===== src/hdl/fps_pkg.sv =====
// ----------------------------------------------------------------------------
// fps_pkg
// Shared types, widths and command codes of the frame pacer.
// ----------------------------------------------------------------------------
package fps_pkg;

  // Event codes carried in the request's tuser
  typedef enum logic [2:0] {
    CMD_FRAME_END  = 3'd0,
    CMD_DELAY_DONE = 3'd1,
    CMD_RESET      = 3'd2,
    CMD_STOP       = 3'd3,
    CMD_RESUME     = 3'd4
  } cmd_t;

  localparam int CmdW      = 3;
  localparam int TickW     = 32;
  localparam int FrameW    = 24;
  localparam int RateW     = 16;
  localparam int DelayW    = 16;
  localparam int FracW     = 16;

  // Divider: dividend is frame_time shifted up by 8 bits
  localparam int DivW      = FrameW + 8;
  localparam int DivCntW   = $clog2(DivW);

  // Reset value of play_rate: 1.0 in Q8.8
  localparam logic [RateW-1:0] RateReset = 16'd256;

  // Skipped time after which jitter is dropped
  localparam logic [TickW-1:0] SkipClearMs = 32'd50;

  // Stream payload widths, padded to bytes
  localparam int InDataW  = 56;
  localparam int OutDataW = 48;

endpackage


===== src/hdl/fps_div.sv =====
// ----------------------------------------------------------------------------
// fps_div
// Restoring divider, one quotient bit per cycle.
// ----------------------------------------------------------------------------
module fps_div
  import fps_pkg::*;
(
  input  logic               clk,
  input  logic               rst,
  input  logic               start,
  input  logic [DivW-1:0]    dividend,
  input  logic [RateW-1:0]   divisor,
  output logic               done,
  output logic [DivW-1:0]    quotient
);

  logic               busy;
  logic [DivCntW-1:0] count;
  logic [RateW-1:0]   rem;
  logic [DivW-1:0]    qr;
  logic [RateW-1:0]   dvs;
  logic [RateW:0]     trial;
  logic [RateW:0]     diff;
  logic               ge;

  // Shift in the next dividend bit and try the subtraction
  assign trial = {rem, qr[DivW-1]};
  assign diff  = trial - {1'b0, dvs};
  assign ge    = ~diff[RateW];

  // Step the divider
  always_ff @(posedge clk) begin
    if (rst) begin
      busy <= 1'b0;
      done <= 1'b0;
    end else begin
      done <= 1'b0;
      if (start) begin
        busy  <= 1'b1;
        count <= '0;
        rem   <= '0;
        qr    <= dividend;
        dvs   <= divisor;
      end else if (busy) begin
        rem   <= ge ? diff[RateW-1:0] : trial[RateW-1:0];
        qr    <= {qr[DivW-2:0], ge};
        count <= count + 1'b1;
        if (count == DivCntW'(DivW - 1)) begin
          busy <= 1'b0;
          done <= 1'b1;
        end
      end
    end
  end

  assign quotient = qr;

endmodule


===== src/hdl/frame_pacer_with_skip.sv =====
// ----------------------------------------------------------------------------
// frame_pacer_with_skip
// Frame pacing controller with jitter compensation and frame skipping.
// ----------------------------------------------------------------------------
// Each request carries one host event (frame_end, delay_done, reset, stop,
// resume) in tuser and the millisecond tick plus frame time in tdata; every
// request yields exactly one response with the delay, the skip flag and the
// pause gap. frame_end runs the 32-step restoring divider for frame_time /
// play_rate, one bit per cycle; delay_done passes the jitter and skip states
// and other events go straight to output. One request is taken at a time;
// a finished response waits in the output register while the next request
// is accepted. The user writes play_rate through the cfg port while no
// request is in progress; the block does not enforce it. Rate 0 acts as 1.
// ----------------------------------------------------------------------------
module frame_pacer_with_skip
  import fps_pkg::*;
(
  input  logic                clk,
  input  logic                rst,
  // request
  input  logic                s_tvalid,
  output logic                s_tready,
  input  logic [InDataW-1:0]  s_tdata,   // now_ms[31:0], frame_time[55:32]
  input  logic [CmdW-1:0]     s_tuser,   // cmd[2:0]
  // response
  output logic                m_tvalid,
  input  logic                m_tready,
  output logic [OutDataW-1:0] m_tdata,   // delay_ms[15:0], pause_gap_ms[47:16]
  output logic                m_tuser,   // skip_frame[0]
  // play_rate register
  input  logic                cfg_valid,
  output logic                cfg_ready,
  input  logic [RateW-1:0]    cfg_data
);

  typedef enum logic [7:0] {
    ST_IDLE  = 8'b0000_0001,
    ST_DIV   = 8'b0000_0010,
    ST_SUM   = 8'b0000_0100,
    ST_SUB   = 8'b0000_1000,
    ST_CLAMP = 8'b0001_0000,
    ST_JIT   = 8'b0010_0000,
    ST_SKIP  = 8'b0100_0000,
    ST_OUT   = 8'b1000_0000
  } state_t;

  state_t state;

  // Block state
  logic [RateW-1:0]  play_rate;
  logic [TickW-1:0]  frame_start;
  logic [TickW-1:0]  frame_check;
  logic [FracW-1:0]  frac_acc;
  logic [DelayW-1:0] budget_ms;
  logic [TickW-1:0]  jitter;
  logic              skipping;
  logic [TickW-1:0]  skipped_time;
  logic [TickW-1:0]  stop_time;
  logic              paused;

  // Work registers
  logic [TickW-1:0]  now_r;
  logic signed [TickW+2:0] acc;
  logic [DelayW-1:0] res_delay;
  logic [TickW-1:0]  res_gap;

  // Request fields
  logic [TickW-1:0]  in_now;
  logic [FrameW-1:0] in_frame;
  logic [CmdW-1:0]   in_cmd;
  logic              accept;

  assign in_now   = s_tdata[TickW-1:0];
  assign in_frame = s_tdata[TickW+FrameW-1:TickW];
  assign in_cmd   = s_tuser;
  assign s_tready = (state == ST_IDLE);
  assign accept   = s_tvalid & s_tready;
  assign cfg_ready = 1'b1;

  // Divider hookup
  logic              div_start;
  logic              div_done;
  logic [DivW-1:0]   div_q;
  logic [RateW-1:0]  rate_eff;

  assign div_start = accept & (in_cmd == CMD_FRAME_END);
  assign rate_eff  = (play_rate == '0) ? RateW'(1) : play_rate;

  fps_div u_div (
    .clk      (clk),
    .rst      (rst),
    .start    (div_start),
    .dividend ({in_frame, 8'd0}),
    .divisor  (rate_eff),
    .done     (div_done),
    .quotient (div_q)
  );

  // Budget update: accumulate the quotient onto the fraction
  logic [DivW:0]     sum;
  logic [DivW-FracW:0] whole;
  assign sum   = {1'b0, div_q} + (DivW+1)'(frac_acc);
  assign whole = sum[DivW:FracW];

  // Half jitter, rounded toward zero
  logic signed [TickW:0]   jit_rnd;
  logic signed [TickW-1:0] half_jit;
  assign jit_rnd  = $signed({jitter[TickW-1], jitter}) + $signed({{TickW{1'b0}}, jitter[TickW-1]});
  assign half_jit = TickW'(jit_rnd >>> 1);

  // Final delay before clamping
  logic signed [TickW+2:0] dval;
  assign dval = acc - (TickW+3)'(half_jit);

  // Skip bookkeeping on delay_done
  logic [TickW-1:0]        st_sum;
  logic [TickW-1:0]        jit_eff;
  logic signed [TickW:0]   budget_s;
  logic signed [TickW:0]   budget2_s;
  assign st_sum    = skipped_time + acc[TickW-1:0];
  assign jit_eff   = (st_sum > SkipClearMs) ? '0 : jitter;
  assign budget_s  = $signed({{(TickW-DelayW+1){1'b0}}, budget_ms});
  assign budget2_s = $signed({{(TickW-DelayW){1'b0}}, budget_ms, 1'b0});

  // Configuration register
  always_ff @(posedge clk) begin
    if (rst) begin
      play_rate <= RateReset;
    end else if (cfg_valid & cfg_ready) begin
      play_rate <= cfg_data;
    end
  end

  // Sequencer
  always_ff @(posedge clk) begin
    if (rst) begin
      state        <= ST_IDLE;
      frame_start  <= '0;
      frame_check  <= '0;
      frac_acc     <= '0;
      budget_ms    <= '0;
      jitter       <= '0;
      skipping     <= 1'b0;
      skipped_time <= '0;
      stop_time    <= '0;
      paused       <= 1'b0;
      m_tvalid     <= 1'b0;
    end else begin
      // Drop the taken response unless a new one replaces it
      if (m_tvalid & m_tready & (state != ST_OUT)) begin
        m_tvalid <= 1'b0;
      end
      unique case (state)
        ST_IDLE: begin
          if (accept) begin
            now_r     <= in_now;
            res_delay <= '0;
            res_gap   <= '0;
            unique case (in_cmd)
              CMD_FRAME_END: begin
                state <= ST_DIV;
              end
              CMD_DELAY_DONE: begin
                state <= ST_JIT;
              end
              CMD_RESET: begin
                frame_start <= in_now;
                frame_check <= in_now;
                frac_acc    <= '0;
                jitter      <= '0;
                skipping    <= 1'b0;
                paused      <= 1'b0;
                state       <= ST_OUT;
              end
              CMD_STOP: begin
                if (!paused) begin
                  stop_time <= in_now;
                  paused    <= 1'b1;
                end
                state <= ST_OUT;
              end
              CMD_RESUME: begin
                if (paused) begin
                  frame_start <= in_now;
                  frame_check <= in_now;
                  frac_acc    <= '0;
                  jitter      <= '0;
                  skipping    <= 1'b0;
                  paused      <= 1'b0;
                  res_gap     <= in_now - stop_time;
                end
                state <= ST_OUT;
              end
              default: begin
                state <= ST_OUT;
              end
            endcase
          end
        end
        ST_DIV: begin
          if (div_done) begin
            state <= ST_SUM;
          end
        end
        ST_SUM: begin
          // Take whole milliseconds as budget, keep the fraction
          budget_ms <= (whole > (DivW-FracW+1)'(16'hFFFF)) ? 16'hFFFF
                                                           : whole[DelayW-1:0];
          frac_acc  <= sum[FracW-1:0];
          acc       <= $signed({3'b000, now_r - frame_start});
          state     <= ST_SUB;
        end
        ST_SUB: begin
          acc   <= $signed({{(TickW-DelayW+3){1'b0}}, budget_ms}) - acc;
          state <= ST_CLAMP;
        end
        ST_CLAMP: begin
          // Clamp to 0..65535, drop the wait while skipping
          if (skipping || dval < 0) begin
            res_delay <= '0;
          end else if (dval > (TickW+3)'(16'hFFFF)) begin
            res_delay <= 16'hFFFF;
          end else begin
            res_delay <= dval[DelayW-1:0];
          end
          state <= ST_OUT;
        end
        ST_JIT: begin
          // Measure frame length and fold the miss into jitter
          acc         <= $signed({3'b000, now_r - frame_check});
          jitter      <= jitter + (now_r - frame_check) - TickW'(budget_ms);
          frame_start <= now_r;
          frame_check <= now_r;
          state       <= ST_SKIP;
        end
        ST_SKIP: begin
          if (skipping) begin
            skipped_time <= st_sum;
            jitter       <= jit_eff;
            if ($signed({jit_eff[TickW-1], jit_eff}) < budget_s) begin
              skipping <= 1'b0;
            end
          end else if ($signed({jitter[TickW-1], jitter}) > budget2_s) begin
            skipping     <= 1'b1;
            skipped_time <= '0;
          end
          state <= ST_OUT;
        end
        ST_OUT: begin
          // Hand the response over once the output register is free
          if (!m_tvalid || m_tready) begin
            m_tvalid <= 1'b1;
            m_tdata  <= {res_gap, res_delay};
            m_tuser  <= skipping;
            state    <= ST_IDLE;
          end
        end
        default: begin
          state <= ST_IDLE;
        end
      endcase
    end
  end

endmodule


===== config.mk =====
export PLATFORM = sky130hd
export DESIGN_NAME = frame_pacer_with_skip
export DESIGN_NICKNAME = d
export VERILOG_FILES = /design/src/hdl/fps_pkg.sv /design/src/hdl/fps_div.sv /design/src/hdl/frame_pacer_with_skip.sv
export SDC_FILE = /design/constraint.sdc
export NUM_CORES = 1
export LEC_CHECK = 0
export ABC_CLOCK_PERIOD_IN_PS = 20000
export BUFFER_PORTS_ARGS = -buffer_cell sky130_fd_sc_hd__buf_2
export CAP_MARGIN = 0
export CORE_MARGIN = 3
export CORE_UTILIZATION = 55
export CTS_CLUSTER_SIZE = 16
export DETAILED_ROUTE_END_ITERATION = 6
export PLACE_DENSITY_LB_ADDON = 0.1
export SKIP_CTS_REPAIR_TIMING = 1
export SLEW_MARGIN = 5
export SYNTH_ARGS = -nofsm -noshare
export SYNTH_HDL_FRONTEND = slang
export SYNTH_SLANG_ARGS = --single-unit

===== constraint.sdc =====
create_clock -name clk -period 20 [get_ports clk]
set_clock_uncertainty 0.15 [all_clocks]
set_input_delay 3 -clock clk [delete_from_list [all_inputs] [get_ports clk]]
set_output_delay 3 -clock clk [all_outputs]
set_load 0.05 [all_outputs]

# Yosys cells after proc, flatten, opt, wreduce, memory -nomap -nowiden
# Cells that the tools add are included.
# W data, S select, Z words.
dict set report word_totals {
  ff_bits 422
  inputBits 80
  wordCells 149
}
dict set report classes {
  add_sub_neg 11
  order_cmp 6
  n_eq_ne 20
  mux 47
  bitwise 8
  n_reduce_logical 33
}
# op count
set op_table {}
lappend op_table {{$mux W32} 10}
lappend op_table {{$pmux W32 S2} 3}
lappend op_table {{$mux W16} 8}
lappend op_table {{$pmux W16 S2} 3}
lappend op_table {{$pmux W32 S3} 1}
lappend op_table {{$pmux W35 S2} 1}
lappend op_table {{$add A32 B32 Y32} 2}
lappend op_table {{$sub A32 B32 Y32} 2}
lappend op_table {{$pmux W8 S7} 1}
lappend op_table {{$gt A35 B16 Y1 const B} 1}
lappend op_table {{$lt A35 B1 Y1 const B} 1}
lappend op_table {{$sub A17 B35 Y35} 1}
lappend op_table {{$sub A35 B32 Y35} 1}
lappend op_table {{$add A32 B16 Y33} 1}
lappend op_table {{$add A32 B2 Y33} 1}
lappend op_table {{$gt A32 B18 Y1} 1}
lappend op_table {{$gt A32 B6 Y1 const B} 1}
lappend op_table {{$lt A32 B17 Y1} 1}
lappend op_table {{$sub A32 B16 Y32} 1}
lappend op_table {{$mux W8} 3}
lappend op_table {{$gt A17 B16 Y1 const B} 1}
lappend op_table {{$sub A17 B16 Y17} 1}
lappend op_table {{$logic_not A16 Y1} 1}
lappend op_table {{$pmux W8 S2} 1}
lappend op_table {{other kinds (34)} 77}

# Longest topological paths before layout
dict set report logic_depth {
  depth_word 7
  ltp_mapped 28
}

# By module
# Synthesis repeated with hierarchy kept, for this count alone.
dict set report unflattened {
  cells_unflattened 3205
  hier_area_um2 28891.5
}
# mod instances cells_per_inst area_per_inst_um2
set modules_own_cells {}
lappend modules_own_cells {frame_pacer_with_skip 1 2885 25000.2}
lappend modules_own_cells {fps_div 1 320 3891.2}

# Least setup slack after synthesis
# OpenSTA, ideal clock, no wires.
dict set report synth_path {
  path_type {input port to flip-flop}
  startpoint {in rst}
  endpoint {reg u_div.count[0], enable pin}
  setup_ns 0.412
  arrival_ns 7.591
  t_required_ns 19.438
  setup_slack_ns 11.847
  path_stages 4
  cell_sequence {clkbuf_1 > nor2_1 > nand2_1 > nand2_1}
}
dict set report synth_via {
  elab_chain_len 2
}
# element line_no
set synth_lines {}
lappend synth_lines {{from (decl)} frame_pacer_with_skip.sv:19} ;# input logic rst,
lappend synth_lines {{$not A1 Y1 (no source line)} --}
lappend synth_lines {{$reduce_and A2 Y1 (no source line)} --}
lappend synth_lines {{to (signal assigned)} fps_div.sv:47} ;# count <= count + 1'b1;
lappend synth_lines {{to (decl)} fps_div.sv:18} ;# logic [DivCntW-1:0] count;
# No other way between the ends.
# A chain may end at the register's enable or synchronous reset.

# Final worst setup path
dict set report layout_path {
  startpoint {reg jitter[31]}
  endpoint {reg res_delay[1], data pin}
}
dict set report layout_via {
  elab_chain_len 6
}
# element line_no
set layout_lines {}
lappend layout_lines {{from (decl)} frame_pacer_with_skip.sv:55} ;# logic [TickW-1:0] jitter;
lappend layout_lines {{from (signal assigned)} frame_pacer_with_skip.sv:231} ;# jitter <= jitter + (now_r - frame_check) - TickW'(budget_ms);
lappend layout_lines {{from (signal assigned)} frame_pacer_with_skip.sv:239} ;# jitter <= jit_eff;
lappend layout_lines {{$add A32 B2 Y33 *} frame_pacer_with_skip.sv:108} ;# assign jit_rnd = $signed({jitter[TickW-1], jitter}) + $signed({{TickW{1'b0}}, jitter[TickW-1]});
lappend layout_lines {{$sub A35 B32 Y35 *} frame_pacer_with_skip.sv:113} ;# assign dval = acc - (TickW+3)'(half_jit);
lappend layout_lines {{$gt A35 B16 Y1 / $lt A35 B1 Y1 (equally long branches)} {frame_pacer_with_skip.sv:221, frame_pacer_with_skip.sv:219}}
lappend layout_lines {{$mux W16 / $logic_or A1 B1 Y1 (equally long branches)} {frame_pacer_with_skip.sv:221, frame_pacer_with_skip.sv:219}}
lappend layout_lines {{$mux W16 *} frame_pacer_with_skip.sv:219} ;# if (skipping || dval < 0) begin
lappend layout_lines {{$pmux W16 S2 *} frame_pacer_with_skip.sv:153} ;# unique case (state)
lappend layout_lines {{to (signal assigned)} frame_pacer_with_skip.sv:224} ;# res_delay <= dval[DelayW-1:0];
lappend layout_lines {{to (decl)} frame_pacer_with_skip.sv:64} ;# logic [DelayW-1:0] res_delay;
# Every way passes the cells marked *; elsewhere a longest branch is shown, timed or not.

==> metrics.md <==
| Metric | Value |
|---|---|
| Outcome | completed |
| Unique masters post-synth | 86 |
| Num CTS Buffers | 49 |
| Diode count | 0 |
| Final worst path period need | 7330 ps |
| Worst-skew pair later-pin latency | 590 ps |
| Clock tree from TritonCTS | done |
| Total via count after detailed routing | 23,300 |
| Fin. Hold Viols | 0 |
| Number of clock sinks | 422 |
| Bufs and invs on worst path | 1 |
| Yosys warnings | 0 |
| Count of fill cells added during filler insertion | 4,444 |
| Max-Slew Margin vs Limit | 0.254 |
| Required @ worst endpoint | 20,190 ps |
| Gate count after technology mapping | 3,123 |
| Number of endpoints failing setup at the final stage | 0 |
| Hpwl dp | 56,700 um |
| Routability congestion estimate | 0.961 |
| Number of instances in the placed design | 3,838 |
| Number of H-tree levels | 2 |
| Crit start category | register |
| Finished Layout Cells | 3,929 |
| Number of cells on the worst reg-to-reg path | 20 |
| Number of DRC markers after the initial detailed-route iteration | 1,701 |
| Slack of the worst reg-to-reg path | 12,670 ps |
| Period Utilization, post-route | 0.367 |
| Post-synthesis cell type with the largest combined area | sky130_fd_sc_hd__edfxtp_1 |
| Hold_ws | 268 ps |
| Mean cell area of the mapped netlist | 9.20 um^2 |
| Slowest cell on crit path | sky130_fd_sc_hd__nor3_1 |
| Number of buffers on the longest clock path | 3 |
| GR Overflow Total | 0 |
| Share of synthesized area occupied by flip-flops and latches | 0.375 |
| Wire length of the first global-routing pass | 120,000 um |
| Largest net degree at the start of global routing | 77 |
| Worst flop-to-flop path startpoint | jitter[31] |
| Number of global-route vias before repair | 22,700 |
| Kind of capture point of the worst setup path | register |
| Post-route ant nets | 0 |
| Remaining routing DRC violations | 0 |
| Clock root buffer master | sky130_fd_sc_hd__clkbuf_16 |
| Post-Place Cell Area | 30,000 um^2 |
| Synth top area cells | sky130_fd_sc_hd__edfxtp_1 24%, sky130_fd_sc_hd__dfxtp_1 13%, sky130_fd_sc_hd__ha_1 11% |
| Maximum fanout count along the critical path | 16 |
| Core area | 51,500 um^2 |
| Post-Route Utilization | 0.615 |
| Area overhead of the layout relative to synthesis | 10.2% |
| Fraction of layout cells with a size suffix above 1 | 0.0988 |
| Fraction of post-synthesis cell area in the top cell type by area | 0.244 |
| Maximum clock rate | 136 MHz |
| RSZ-0062 raised after global routing | no |
| Class of the tightest hold or removal check | register to register |
| Number of nets in the finished design | 3,568 |
| IR drop worst, VDD | 90.0 uV |
| Final Max Slew Viols | 0 |
| CP Depth | 20 |
| Worst setup path startpoint | jitter[31] |
| Width of the die | 235 um |
| Setup TNS after final layout | 0 ps |
| Top flip-flop cell by instance count after synthesis | sky130_fd_sc_hd__edfxtp_1 |
| Type of the setup path with the least slack | register to register |
| Total non-filler cell area in the finished layout | 31,700 um^2 |
| Leak pwr | 12.8 nW |
| Post-detailed-route via-to-cell ratio | 5.94 |
| Power density cells | 73.8 nW/um^2 |
| Number of nets produced by synthesis | 3,482 |
| Hold Startpoint | res_delay[2] |
| Number of search-and-repair iterations in the first detailed-routing pass | 5 |
| Port Buffers | 130 |
| Number of max-cap violations | 0 |
| Post-synthesis register bit count | 422 |
| Number of rows in the core area | 83 |
| Number of synthesized flops with an enable pin | 233 |
| Top Ports | 132 |
| Top Family by Delay on Critical Path | simple AND/OR/NAND/NOR gates |
| Number of cells traversed by the worst hold path | 0 |
| Top cells by count, synth | 277 x sky130_fd_sc_hd__nor2_1, 256 x sky130_fd_sc_hd__ha_1, 256 x sky130_fd_sc_hd__inv_1 |
| Initial core utilization | 0.558 |
| Post-detailed-routing wire length | 75,300 um |
| Count leader, synth | sky130_fd_sc_hd__nor2_1 |
| Die Area | 55,000 um^2 |
| Global Route Usage Sum | 0.271 |
| Transition at the pin with the smallest max-transition slack | 1120 ps |
| Routed wire per std cell | 19.2 um |
| Area of the multi-input gates | 16,500 um^2 |
| Vert. Die Dim | 235 um |
| Antenna violations before repair | 0 |
| Clock slew at reported path FFs | 60 ps |
| Slowest stage delay, CP | 670 ps |
| Crit Reg-Reg Endpoint | res_delay[1] |
| Syn Std Cell Area | 28,700 um^2 |
| Destination of the critical timing path | res_delay[1] |
| Arrival time at the worst endpoint | 7520 ps |
| Critical-path cell list | inv_1, nor2_1, nand2_1, nor4_1, nand2_1, nor3_1, nand4_1, xnor2_1, ha_1, nand3_1, or3_1, a2111oi_0, a2111oi_1, a211oi_1, mux2i_1, nand3_1, nor4_1, and4_1, nand4_1, o21a_1 |
| Seq. cell area | 10,800 um^2 |
| Share of synthesized registers carrying an async set or reset | 0 |
==> power by group <==
part,leakage (nW),switching [mW],total [mW],internal (mW)
logic,8.32,0.268,0.449,0.180
clock network,0.815,0.376,0.935,0.559
registers,3.67,0.0126,0.953,0.940
==> metal layers <==
metal	vias up	track usage	wire length, um
met3	123	0.0330	3580
met1	11100	0.380	35200
met2	595	0.440	34400
li1	11500	-	-
met4	0	0.0814	2010
met5	-	0	0
==> logic make-up (layout without fill, tap and decap cells) <==
group           count (synthesis)  after routing  share of synthesized area
compound gates                806            806                      0.192
xor+xnor                      217            217                     0.0666
fa+ha+maj                     279            279                      0.128
simple gates                  923            923                      0.153
buf+inv                       376            502                     0.0503
mux                            99             99                     0.0356
other cells                     1              1                   0.000131
flops                         422            422                      0.375
==> placed cells by master (no fill, tap or decap), drive strengths merged, types with 48 or more instances in the layout <==
cell type / n
nand3: 68
buf: 154
a211oi: 67
edfxtp: 233
nand2: 246
nor2: 277
xor2: 74
o21ai: 124
xnor2: 142
ha: 256
clkbuf: 65
mux2i: 74
dfxtp: 189
a21oi: 212
nor2b: 48
inv: 258
nor3: 62
o21a: 59
a21o: 78
==> metrics by stage <==
step | setup WS (ps) | power, mW
floorplan | 11850 | 1.31
finish | 12670 | 2.34
global placement | 12950 | 1.40
global route | 11970 | 2.44
detailed placement | 12780 | 1.41
CTS | 12750 | 2.35
==> sequential cells by signal, indices dropped and copies added (netlist names), 5 cells and up <==
| signal | cells |
|---|---|
| m_tdata | 48 |
| acc | 35 |
| frame_check | 32 |
| jitter | 32 |
| now_r | 32 |
| res_gap | 32 |
| skipped_time | 32 |
| stop_time | 32 |
| u_div.quotient | 32 |
| budget_ms | 16 |
| frac_acc | 16 |
| play_rate | 16 |
| res_delay | 16 |
| u_div.dvs | 16 |
| u_div.rem | 16 |
| state | 8 |
| u_div.count | 5 |
==> final cells by class <==
cell class,count,share of cell area
timing repair buffer,154,0.0263
clock buffer,65,0.0442
multi-input combinational,2325,0.522
sequential,422,0.340
tap,680,0.0269
clock inverter,26,0.00936
inverter,257,0.0305
==> how the worst min path moves through the flow <==
stage                  endpoint  slack, ps
floorplan            m_tdata[0]        250
global placement    m_tdata[15]        250
detailed placement  m_tdata[19]        260
CTS                  m_tdata[8]        270
global route        m_tdata[12]        280
finish               m_tdata[2]        270
Note: power is estimated with default switching activity, not from simulation.
